## config.mk

```make
export PLATFORM = sky130hd
export DESIGN_NAME = bank_switch_mapper_scanline_irq_unit
export DESIGN_NICKNAME = d
export VERILOG_FILES = /design/src/rtl/bsm_pkg.sv /design/src/rtl/bank_switch_mapper_scanline_irq_unit.sv /design/src/rtl/bsm_front.sv /design/src/rtl/bsm_queue.sv /design/src/rtl/bsm_back.sv
export SDC_FILE = /design/constraint.sdc
export NUM_CORES = 1
export LEC_CHECK = 0
export ABC_AREA = 1
export BUFFER_PORTS_ARGS = -buffer_cell sky130_fd_sc_hd__buf_2
export CORE_UTILIZATION = 40
export CTS_BUF_LIST = sky130_fd_sc_hd__clkbuf_16
export CTS_CLUSTER_DIAMETER = 80
export CTS_CLUSTER_SIZE = 25
export DETAILED_ROUTE_END_ITERATION = 16
export PLACE_DENSITY_LB_ADDON = 0.25
export SYNTH_ARGS = -nofsm -noshare
export SYNTH_HDL_FRONTEND = slang
export SYNTH_SLANG_ARGS = --single-unit
```

## constraint.sdc

```tcl
create_clock -name clk -period 3 [get_ports clk]
set_clock_uncertainty 0.1 [all_clocks]
set_input_delay 0.3 -clock clk [delete_from_list [all_inputs] [get_ports clk]]
set_output_delay 0.3 -clock clk [all_outputs]
set_load 0.005 [all_outputs]
```

## src/rtl/bsm_pkg.sv

```systemverilog
`default_nettype none
package bsm_pkg;

  typedef struct packed {
    logic [1:0]  req_type;
    logic [15:0] address;
    logic [7:0]  value;
    logic [2:0]  counter_clocks;
  } in_t;

  typedef struct packed {
    logic [7:0] bank_number;
    logic       in_prg_ram;
    logic       mirror_horizontal;
    logic       irq_line;
  } out_t;

  typedef enum logic [1:0] {
    REQ_WRITE    = 2'd0,
    REQ_TICK     = 2'd1,
    REQ_CPU_XLAT = 2'd2,
    REQ_PAT_XLAT = 2'd3
  } req_t;

  typedef enum logic [2:0] {
    WR_NONE,
    WR_BANK_SEL,
    WR_BANK_DATA,
    WR_MIRROR,
    WR_RELOAD_VAL,
    WR_RELOAD,
    WR_IRQ_OFF,
    WR_IRQ_ON
  } wr_t;

  // Classified word handed from the front end to the execution side.
  typedef struct packed {
    req_t       op;
    wr_t        wr;
    logic [2:0] slot;     // prg slot in [1:0], or 1 KB pattern slot
    logic       prg_win;  // CPU address at 8000 and above
    logic       ram_win;  // CPU address in 6000-7FFF
    logic [7:0] value;
    logic [2:0] clocks;
  } cmd_t;

  typedef enum logic {
    BK_IDLE,
    BK_TICK
  } bk_state_t;

  localparam int QDEPTH = 2;
  localparam int QPTR_W = $clog2(QDEPTH);
  localparam int QCNT_W = $clog2(QDEPTH + 1);

  localparam int CFG_DATA_W = 6;
  localparam logic [1:0] CFG_PRG_BANKS   = 2'd0;
  localparam logic [1:0] CFG_HAS_PRG_RAM = 2'd1;
  localparam logic [1:0] CFG_FOUR_SCREEN = 2'd2;

  localparam logic [5:0] PRG_BANKS_RESET = 6'd16;

endpackage
`default_nettype wire

```

## src/rtl/bank_switch_mapper_scanline_irq_unit.sv

```systemverilog
`default_nettype none
// Cartridge bank mapper with a scanline interrupt counter. Each input word is a
// register write, a scanline tick or an address translation, and yields one
// result word carrying the bank, the work RAM hit, the mirroring and the IRQ
// level after that word. A front stage decodes the word and hands it through
// a two-entry queue to the execution stage, which owns all mapper state. Writes
// and translations are taken there only while the output register is free,
// and their result is registered as they are taken. A scanline tick is taken,
// then steps the IRQ counter once per counter clock, and then emits its result
// once the output register is free. Configuration is written through
// cfg_we/cfg_index/cfg_data while the block is idle; index 0 is the program
// size in 16 KB units, 1 the work RAM present flag, 2 the four-screen lock.
module bank_switch_mapper_scanline_irq_unit (
  input  wire logic                              clk,
  input  wire logic                              rst,
  input  wire logic                              in_valid,
  output logic                                   in_ready,
  input  wire bsm_pkg::in_t                      in_data,
  output logic                                   out_valid,
  input  wire logic                              out_ready,
  output bsm_pkg::out_t                          out_data,
  input  wire logic                              cfg_we,
  input  wire logic [1:0]                        cfg_index,
  input  wire logic [bsm_pkg::CFG_DATA_W-1:0]    cfg_data
);
  import bsm_pkg::*;

  logic [5:0] prg_banks_16k;
  logic       has_prg_ram;
  logic       four_screen;

  logic       f_valid, f_ready;
  cmd_t       f_cmd;
  logic       q_valid, q_ready;
  cmd_t       q_cmd;

  always_ff @(posedge clk) begin
    if (rst) begin
      prg_banks_16k <= PRG_BANKS_RESET;
      has_prg_ram   <= 1'b1;
      four_screen   <= 1'b0;
    end else if (cfg_we) begin
      case (cfg_index)
        CFG_PRG_BANKS:   prg_banks_16k <= cfg_data[5:0];
        CFG_HAS_PRG_RAM: has_prg_ram   <= cfg_data[0];
        CFG_FOUR_SCREEN: four_screen   <= cfg_data[0];
        default:         four_screen   <= four_screen;
      endcase
    end
  end

  bsm_front u_front (
    .clk       (clk),
    .rst       (rst),
    .in_valid  (in_valid),
    .in_ready  (in_ready),
    .in_data   (in_data),
    .cmd_valid (f_valid),
    .cmd_ready (f_ready),
    .cmd       (f_cmd)
  );

  bsm_queue u_queue (
    .clk        (clk),
    .rst        (rst),
    .push_valid (f_valid),
    .push_ready (f_ready),
    .push_cmd   (f_cmd),
    .pop_valid  (q_valid),
    .pop_ready  (q_ready),
    .pop_cmd    (q_cmd)
  );

  bsm_back u_back (
    .clk           (clk),
    .rst           (rst),
    .prg_banks_16k (prg_banks_16k),
    .has_prg_ram   (has_prg_ram),
    .four_screen   (four_screen),
    .cmd_valid     (q_valid),
    .cmd_ready     (q_ready),
    .cmd           (q_cmd),
    .out_valid     (out_valid),
    .out_ready     (out_ready),
    .out_data      (out_data)
  );

endmodule
`default_nettype wire

```

## src/rtl/bsm_front.sv

```systemverilog
`default_nettype none
module bsm_front (
  input  wire logic          clk,
  input  wire logic          rst,
  input  wire logic          in_valid,
  output logic               in_ready,
  input  wire bsm_pkg::in_t  in_data,
  output logic               cmd_valid,
  input  wire logic          cmd_ready,
  output bsm_pkg::cmd_t      cmd
);
  import bsm_pkg::*;

  cmd_t cmd_next;
  logic odd;

  assign in_ready = !cmd_valid || cmd_ready;
  assign odd = in_data.address[0];

  always_comb begin
    cmd_next.op      = req_t'(in_data.req_type);
    cmd_next.wr      = WR_NONE;
    cmd_next.slot    = 3'd0;
    cmd_next.prg_win = in_data.address[15];
    cmd_next.ram_win = (in_data.address[15:13] == 3'b011);
    cmd_next.value   = in_data.value;
    cmd_next.clocks  = in_data.counter_clocks;
    case (req_t'(in_data.req_type))
      REQ_WRITE: begin
        if (in_data.address[15]) begin
          case (in_data.address[14:13])
            2'd0:    cmd_next.wr = odd ? WR_BANK_DATA : WR_BANK_SEL;
            2'd1:    cmd_next.wr = odd ? WR_NONE : WR_MIRROR;
            2'd2:    cmd_next.wr = odd ? WR_RELOAD : WR_RELOAD_VAL;
            default: cmd_next.wr = odd ? WR_IRQ_ON : WR_IRQ_OFF;
          endcase
        end
      end
      REQ_CPU_XLAT: cmd_next.slot = {1'b0, in_data.address[14:13]};
      REQ_PAT_XLAT: cmd_next.slot = in_data.address[12:10];
      default:      cmd_next.slot = 3'd0;
    endcase
  end

  always_ff @(posedge clk) begin
    if (rst) begin
      cmd_valid <= 1'b0;
    end else if (in_ready) begin
      cmd_valid <= in_valid;
    end
  end

  always_ff @(posedge clk) begin
    if (in_valid && in_ready) begin
      cmd <= cmd_next;
    end
  end

endmodule
`default_nettype wire

```

## src/rtl/bsm_queue.sv

```systemverilog
`default_nettype none
module bsm_queue (
  input  wire logic           clk,
  input  wire logic           rst,
  input  wire logic           push_valid,
  output logic                push_ready,
  input  wire bsm_pkg::cmd_t  push_cmd,
  output logic                pop_valid,
  input  wire logic           pop_ready,
  output bsm_pkg::cmd_t       pop_cmd
);
  import bsm_pkg::*;

  cmd_t                mem [QDEPTH];
  logic [QPTR_W-1:0]   wr_ptr;
  logic [QPTR_W-1:0]   rd_ptr;
  logic [QCNT_W-1:0]   count;
  logic                do_push;
  logic                do_pop;

  assign push_ready = (count != QCNT_W'(QDEPTH));
  assign pop_valid  = (count != '0);
  assign pop_cmd    = mem[rd_ptr];
  assign do_push    = push_valid && push_ready;
  assign do_pop     = pop_valid && pop_ready;

  always_ff @(posedge clk) begin
    if (do_push) begin
      mem[wr_ptr] <= push_cmd;
    end
  end

  always_ff @(posedge clk) begin
    if (rst) begin
      wr_ptr <= '0;
      rd_ptr <= '0;
      count  <= '0;
    end else begin
      if (do_push) begin
        wr_ptr <= (wr_ptr == QPTR_W'(QDEPTH - 1)) ? '0 : wr_ptr + 1'b1;
      end
      if (do_pop) begin
        rd_ptr <= (rd_ptr == QPTR_W'(QDEPTH - 1)) ? '0 : rd_ptr + 1'b1;
      end
      case ({do_push, do_pop})
        2'b10:   count <= count + 1'b1;
        2'b01:   count <= count - 1'b1;
        default: count <= count;
      endcase
    end
  end

endmodule
`default_nettype wire

```

## src/rtl/bsm_back.sv

```systemverilog
`default_nettype none
module bsm_back (
  input  wire logic           clk,
  input  wire logic           rst,
  input  wire logic [5:0]     prg_banks_16k,
  input  wire logic           has_prg_ram,
  input  wire logic           four_screen,
  input  wire logic           cmd_valid,
  output logic                cmd_ready,
  input  wire bsm_pkg::cmd_t  cmd,
  output logic                out_valid,
  input  wire logic           out_ready,
  output bsm_pkg::out_t       out_data
);
  import bsm_pkg::*;

  bk_state_t   state, state_next;
  logic [2:0]  remain, remain_next;
  logic [7:0]  bank_select, bank_select_next;
  logic [7:0]  bank_regs [8];
  logic [7:0]  irq_reload_value, irq_reload_value_next;
  logic [7:0]  irq_counter, irq_counter_next;
  logic        reload_pending, reload_pending_next;
  logic        irq_enabled, irq_enabled_next;
  logic        irq_pending, irq_pending_next;
  logic        mirror_state, mirror_state_next;
  logic        bank_we;

  logic        out_free;
  logic        emit;
  out_t        result;

  logic [5:0]  units;
  logic [6:0]  n8;
  logic [6:0]  prg_mask;
  logic [7:0]  prg_r6;
  logic [7:0]  prg_bank;
  logic [2:0]  chr_slot;
  logic [7:0]  chr_bank;

  assign out_free = !out_valid || out_ready;

  // Program bank lookup
  always_comb begin
    units    = (prg_banks_16k == 6'd0) ? 6'd1 : prg_banks_16k;
    n8       = {units, 1'b0};
    prg_mask = n8 - 7'd1;
    prg_r6   = bank_regs[6] & {1'b0, prg_mask};
    case (cmd.slot[1:0])
      2'd0:    prg_bank = bank_select[6] ? {1'b0, n8 - 7'd2} : prg_r6;
      2'd1:    prg_bank = bank_regs[7] & {1'b0, prg_mask};
      2'd2:    prg_bank = bank_select[6] ? prg_r6 : {1'b0, n8 - 7'd2};
      default: prg_bank = {1'b0, prg_mask};
    endcase
  end

  // Pattern bank lookup; bit 7 of bank_select swaps the halves
  always_comb begin
    chr_slot = cmd.slot ^ {bank_select[7], 2'b00};
    case (chr_slot[2:1])
      2'd0:    chr_bank = {bank_regs[0][7:1], chr_slot[0]};
      2'd1:    chr_bank = {bank_regs[1][7:1], chr_slot[0]};
      default: chr_bank = bank_regs[chr_slot - 3'd2];
    endcase
  end

  always_comb begin
    state_next            = state;
    remain_next           = remain;
    bank_select_next      = bank_select;
    irq_reload_value_next = irq_reload_value;
    irq_counter_next      = irq_counter;
    reload_pending_next   = reload_pending;
    irq_enabled_next      = irq_enabled;
    irq_pending_next      = irq_pending;
    mirror_state_next     = mirror_state;
    bank_we               = 1'b0;
    cmd_ready             = 1'b0;
    emit                  = 1'b0;
    case (state)
      BK_IDLE: begin
        cmd_ready = (cmd.op == REQ_TICK) || out_free;
        if (cmd_valid && cmd_ready) begin
          if (cmd.op == REQ_TICK) begin
            state_next  = BK_TICK;
            remain_next = cmd.clocks;
          end else begin
            emit = 1'b1;
            if (cmd.op == REQ_WRITE) begin
              case (cmd.wr)
                WR_BANK_SEL:   bank_select_next = cmd.value;
                WR_BANK_DATA:  bank_we = 1'b1;
                WR_MIRROR:     if (!four_screen) mirror_state_next = cmd.value[0];
                WR_RELOAD_VAL: irq_reload_value_next = cmd.value;
                WR_RELOAD:     reload_pending_next = 1'b1;
                WR_IRQ_OFF: begin
                  irq_enabled_next = 1'b0;
                  irq_pending_next = 1'b0;
                end
                WR_IRQ_ON:     irq_enabled_next = 1'b1;
                default:       bank_we = 1'b0;
              endcase
            end
          end
        end
      end
      BK_TICK: begin
        if (remain != 3'd0) begin
          // one counter clock per cycle
          remain_next = remain - 3'd1;
          if (reload_pending || irq_counter == 8'd0) begin
            irq_counter_next    = irq_reload_value;
            reload_pending_next = 1'b0;
            if (!reload_pending && irq_reload_value == 8'd0 && irq_enabled) begin
              irq_pending_next = 1'b1;
            end
          end else begin
            irq_counter_next = irq_counter - 8'd1;
            if (irq_counter == 8'd1 && irq_enabled) begin
              irq_pending_next = 1'b1;
            end
          end
        end else if (out_free) begin
          emit       = 1'b1;
          state_next = BK_IDLE;
        end
      end
      default: state_next = BK_IDLE;
    endcase
  end

  always_comb begin
    result.bank_number       = 8'd0;
    result.in_prg_ram        = 1'b0;
    result.mirror_horizontal = mirror_state_next;
    result.irq_line          = irq_pending_next;
    if (state == BK_IDLE) begin
      case (cmd.op)
        REQ_CPU_XLAT: begin
          result.bank_number = cmd.prg_win ? prg_bank : 8'd0;
          result.in_prg_ram  = cmd.ram_win && has_prg_ram;
        end
        REQ_PAT_XLAT: result.bank_number = chr_bank;
        default:      result.bank_number = 8'd0;
      endcase
    end
  end

  always_ff @(posedge clk) begin
    if (rst) begin
      state            <= BK_IDLE;
      remain           <= 3'd0;
      bank_select      <= 8'd0;
      irq_reload_value <= 8'd0;
      irq_counter      <= 8'd0;
      reload_pending   <= 1'b0;
      irq_enabled      <= 1'b0;
      irq_pending      <= 1'b0;
      mirror_state     <= 1'b0;
      out_valid        <= 1'b0;
      for (int i = 0; i < 8; i++) begin
        bank_regs[i] <= 8'd0;
      end
    end else begin
      state            <= state_next;
      remain           <= remain_next;
      bank_select      <= bank_select_next;
      irq_reload_value <= irq_reload_value_next;
      irq_counter      <= irq_counter_next;
      reload_pending   <= reload_pending_next;
      irq_enabled      <= irq_enabled_next;
      irq_pending      <= irq_pending_next;
      mirror_state     <= mirror_state_next;
      if (bank_we) begin
        bank_regs[bank_select[2:0]] <= cmd.value;
      end
      if (emit) begin
        out_valid <= 1'b1;
      end else if (out_ready) begin
        out_valid <= 1'b0;
      end
    end
  end

  always_ff @(posedge clk) begin
    if (emit) begin
      out_data <= result;
    end
  end

endmodule
`default_nettype wire
```

# --- After elaboration in Yosys (flattened, before gate mapping) ---
# Memories as Yosys holds them, arrays and structs flattened. A register that Yosys moved wholly into a read port is not among the register bits.
# Index checks and enable logic that the tools add are counted.
totals:
  reg_bits: 78
  ram_bits: 106
  input_bits: 42
  output_inout_bits: 13
  n_memories: 2
mem_list:
  columns: ["memory", "depth", "word_bits", "read_ports", "rd_clocked_by_memory_dff", "write_ports", "line", "text"]
  rows:
  - ["u_back.bank_regs", 8, 8, 5, 0, 8, "bsm_back.sv:20", "logic [7:0] bank_regs [8];"]
  - ["u_queue.mem", 2, 21, 1, 1, 1, "bsm_queue.sv:14", "cmd_t mem [QDEPTH];"]
classes:
  addsub: 9
  eq_ne: 31
  n_mux: 74
  n_bitwise: 6
  reduce_logical: 41
op_table:
  columns: ["op", "n"]
  rows:
  - ["2-to-1 mux 1 bit", 50]
  - ["2-to-1 mux 8 bit", 5]
  - ["one-hot mux 8 bit (2 select lines)", 2]
  - ["one-hot mux 8 bit (3 select lines)", 1]
  - ["bitwise AND 8 x 7 -> 8 bit", 2]
  - ["== test 2 bit, second input constant", 8]
  - ["logical NOT 8 bit", 2]
  - ["AND reduction 5 bit", 3]
  - ["== test 2 x 1 -> 1 bit, second input constant", 6]
  - ["== test 3 bit, second input constant", 4]
  - ["logical NOT 2 bit", 6]
  - ["2-to-1 mux 3 bit", 4]
  - ["one-hot mux 3 bit (2 select lines)", 2]
  - ["inequality test 2 bit, second input constant", 5]
  - ["one-hot mux 1 bit (2 select lines)", 5]
  - ["AND reduction 2 bit", 5]
  - ["== test 3 x 2 -> 1 bit, second input constant", 3]
  - ["one-hot mux 3 bit (3 select lines)", 1]
  - ["== test 8 x 1 -> 1 bit, second input constant", 1]
  - ["logical AND 1 bit", 8]
  - ["nonzero test 2 bit", 4]
  - ["OR reduction 8 bit", 1]
  - ["subtractor 8 x 1 -> 8 bit, second input constant", 1]
  - ["subtractor 7 x 1 -> 7 bit, second input constant", 1]
  - ["20 further kinds", 31]

# --- Longest topological paths before layout ---
logic_depth:
  word_depth: 11
  depth_mapped: 13
  depth_no_buf: 13

# --- Hierarchy ---
# From an unflattened synthesis, not the netlist that was laid out.
hier_totals:
  cells_unflattened: 913
  hier_area_um2: 8599.5
by_module_without_submodules:
  columns: ["module", "instances", "cells_per_inst", "area_per_inst_um2", "seq_area_each_um2"]
  rows:
  - ["bsm_back", 1, 710, 5616.6, 2852.7]
  - ["bsm_queue", 1, 103, 1851.8, 1361.3]
  - ["bsm_front", 1, 47, 763.2, 650.6]
  - ["bank_switch_mapper_scanline_irq_unit", 1, 53, 367.9, 160.2]

# --- Least setup slack after synthesis ---
# No wires, ideal clock.
synth_path:
  kind: "flip-flop to flip-flop"
  startpoint: "register with a tool-made name"
  endpoint: "register, netlist name u_back.out_data[8]"
  setup_ps: 148
  arrival_ps: 2407
  setup_slack_ps: 344
  stages_incl_launch_ff: 14
  path_cell_list: "dfxtp_1 -> buf_4 -> buf_1 -> nand2_1 -> nand2_1 -> xnor2_1 -> ha_1 -> clkbuf_1 -> nor2_1 -> clkbuf_1 -> a21oi_1 -> a21oi_1 -> nand2_1 -> a21oi_1"

==> impl_results.md <==
- CTS resizes: 0
- Most common cell on crit path: nand2_1
- Multi-input logic area: ~2800 um^2
- Port buffer count: 45
- Maximum number of pins on one net before global-route repair: 22
- Worst Tran Pin Value: 1.06 ns
- Min Clock Period, post-route: 2.53 ns
- Fin util: about half
- Die area: 21000 um^2
- DR pass1 iterations: 5
- Clock root cell: clkbuf_16
- Drt drc: 0
- Die Wd: 145 um
- Nature of the critical path endpoint: register
- Post-route ant nets: 0
- Nets: 976
- YS warnings: 0
- CTS buffer count: 17
- Max clock buf depth: 2
- Register area share after synthesis: 61.5%
- Clock sink count: 182
- # Post-CTS Setup Buffers: 0
- GR Util All Layers: 18.1%
- Worst min path class: in -> reg
- Status: finished clean
- Startpoint Class: register
- Cell depth of the worst hold path: 3
- CP Buf/Inv Count: 2
- Cell taking the most area after synthesis: edfxtp_1
- Count of pins over their slew limit: 0
- First-pass GRT wire length: 29200 um
- CP cell instances: buf_4 > nand2_1 > nand2_1 > nand2_1 > or2_2 > nand4_1 > nand3_1 > nand2_1 > inv_1
- Fmax achieved: 0.395 GHz
- DR iter-0 viols: ~480
- Core Area: 19700 um^2
- Yosys reg bits: between 150 and 200
- Hpwl dp: between 10000 and 15000 um
- Max cap viols: 0
- Global route overflow: 0
- Final number of hold-violating endpoints: 0
- Gate power share: 30.6%
- I/O Pins: 55
- Count of final setup violators: 0
- Critical path class: reg -> reg
- Rows: 51
- Hold_ws: 0.0468 ns
- Switching power: approximately 2800 uW
- Net Sw Frac: 35.9%
- Syn Std Cell Area: 8180 um^2
- Slowest stage cell, crit path: dfxtp_1
- Delay of the slowest cell on the worst path: 0.42 ns
- Clk pwr share: 28.7%
- CP required: 3.09 ns
- Post-synth top area share: just over 50%
- Vias: 6009
- Post-placement cell area: around 8800 um^2
- Via count of the first global-routing pass: 5649
- CTS tree: yes
- Clock transition at the registers of the reported paths: ~0.070 ns
- Synth area leaders: edfxtp_1 (51%), dfxtp_1 (11%), nor2_1 (7.9%)
- Initial core utilization: 41.5%
- H-tree depth: 4
- Final Power: between 7000 and 8000 uW
- Leak: 0.00389 uW
- Post-synth EDFFs: approximately 140
- Initial antenna violation count: 0
- Critical path depth: 9
- RSZ-0062 raised after global routing: no
- FFs w/ async S/R, synth: 0%
- FF/Latch Area: 5020 um^2
- Routed WL: 18200 um
- CTS Hold Bufs: 18
- Sequential share of power: about two fifths
- Delay-heaviest family, CP: simple AND/OR/NAND/NOR gates
- Placer congestion estimate: between 0.8 and 0.9
- Worst-Skew Late Latency: 0.44 ns
- Worst slew margin: 29.4%
- Hold wc startpoint: in_valid
- Setup TNS: 0 ns
- Area added between synthesis and finish: 17.1%
- Layout cell share with drive strength beyond 1: between 10 and 15%
- Peak VDD IR: 429 uV
- Syn nets: ~900
- Reg2Reg Depth: 9
- DR WL/cell: 15.1 um
- Number of library cell types mapped by synthesis: 37
- Internal: 4970 uW
- Cell count after synthesis: 846
- Syn Area/Cell: 9.67 um^2
- Pwr dens: 811 nW/um^2
- Diode count: 0
- Crit path DAT: roughly 2.6 ns
- Fillcell total: approximately 1800
- Most frequent cell after synthesis: nor2_1
- DR vias/cell: 4.99
- CP max FO: 13
- Crit share post-route: 84.3%
- Die height: 145 um
- Final Cell Area: between 9000 and 10000 um^2
- Commonest cells in the netlist: nor2_1 (172), nand2_1 (154), edfxtp_1 (138)
- Ys flop type: edfxtp_1
## per-layer routing
| layer | GRT usage, % | vias to the layer above | routed length (um) |
|---|---|---|---|
| li1 | - | 3033 | - |
| met1 | 23.2 | 2811 | 8150 |
| met2 | 29.7 | 141 | 8800 |
| met3 | 4.25 | 24 | 890 |
| met4 | 6.65 | 0 | 327 |
| met5 | 0 | - | 0 |
## state kept, by name, indices dropped and copies added (netlist names), 2 cells and up, named ones only
signal and cells:
u_back.irq_counter 8, u_back.out_data 11, u_back.irq_reload_value 8, u_back.bank_regs 64
u_back.bank_select 5, u_back.remain 3, u_queue.mem 42, u_queue.count 2
u_front.cmd 21, prg_banks_16k 6
## worst paths after layout
check,end,slack (ns)
worst max-delay path,u_back.out_data[10],0.47
worst min-delay path,u_front.cmd_valid,0.05
worst max register to register,u_back.out_data[10],0.47
worst min register to register,u_queue.mem[1][8],0.34
## logic make-up after synthesis
| logic type | after synthesis | share of synthesized area, % |
|---|---|---|
| AO/OA/AOI/OAI | 129 | 8.74 |
| flip-flops | 182 | 61.5 |
| XOR/XNOR | 4 | 0.429 |
| adder cells (fa/ha/maj) | 8 | 1.22 |
| buffers and inverters | 103 | 4.82 |
| AND/OR/NAND/NOR | 412 | 22.4 |
| multiplexers | 8 | 0.979 |
## stage by stage
step | cells | setup WS [ns]
after floorplan | 846 | 0.344
after global placement | 1154 | 0.522
after detailed placement | 1154 | 0.481
after CTS | 1204 | 0.480
after global routing | 1204 | 0.313
final | 1204 | 0.471
## layout by cell type, fill, tap and decap left out, drive strengths merged, types with 2 or more instances in the layout
cell type	instances
xnor2	3
clkbuf	17
edfxtp	138
dfxtp	44
a21oi	44
mux2i	8
o211ai	6
nor2	173
o21ai	60
clkinv	6
and3	2
nand2	156
dlygate4sd3	18
buf	67
ha	8
or2	2
nor4	2
o22a	2
o22ai	4
nand4	14
inv	85
nor3	11
clkinvlp	2
a211oi	8
nand3	51
## tightest hold or removal path: cells and delay by family
kind                   cells  cell delay, ns
AO/OA/AOI/OAI              1            0.06
buffers and inverters      1            0.10
AND/OR/NAND/NOR            1            0.08
## power by group through the flow
stage	logic [uW]	registers [uW]	clock network (uW)
finish	2370	3160	2230
global route	2670	3190	2360
CTS	2370	3160	2260
detailed placement	2340	3220	0
global placement	2320	3210	0
floorplan	1560	3200	0
## layout make-up
type                       count  share of cell area, %
clock inverter                15                   1.70
clock buffer                  17                   4.44
multi-input combinational    561                   28.9
tap                          265                   3.46
inverter                      79                   3.10
timing repair buffer          85                   5.96
sequential                   182                   52.5
No activity file was read; power rests on OpenSTA's default activity.
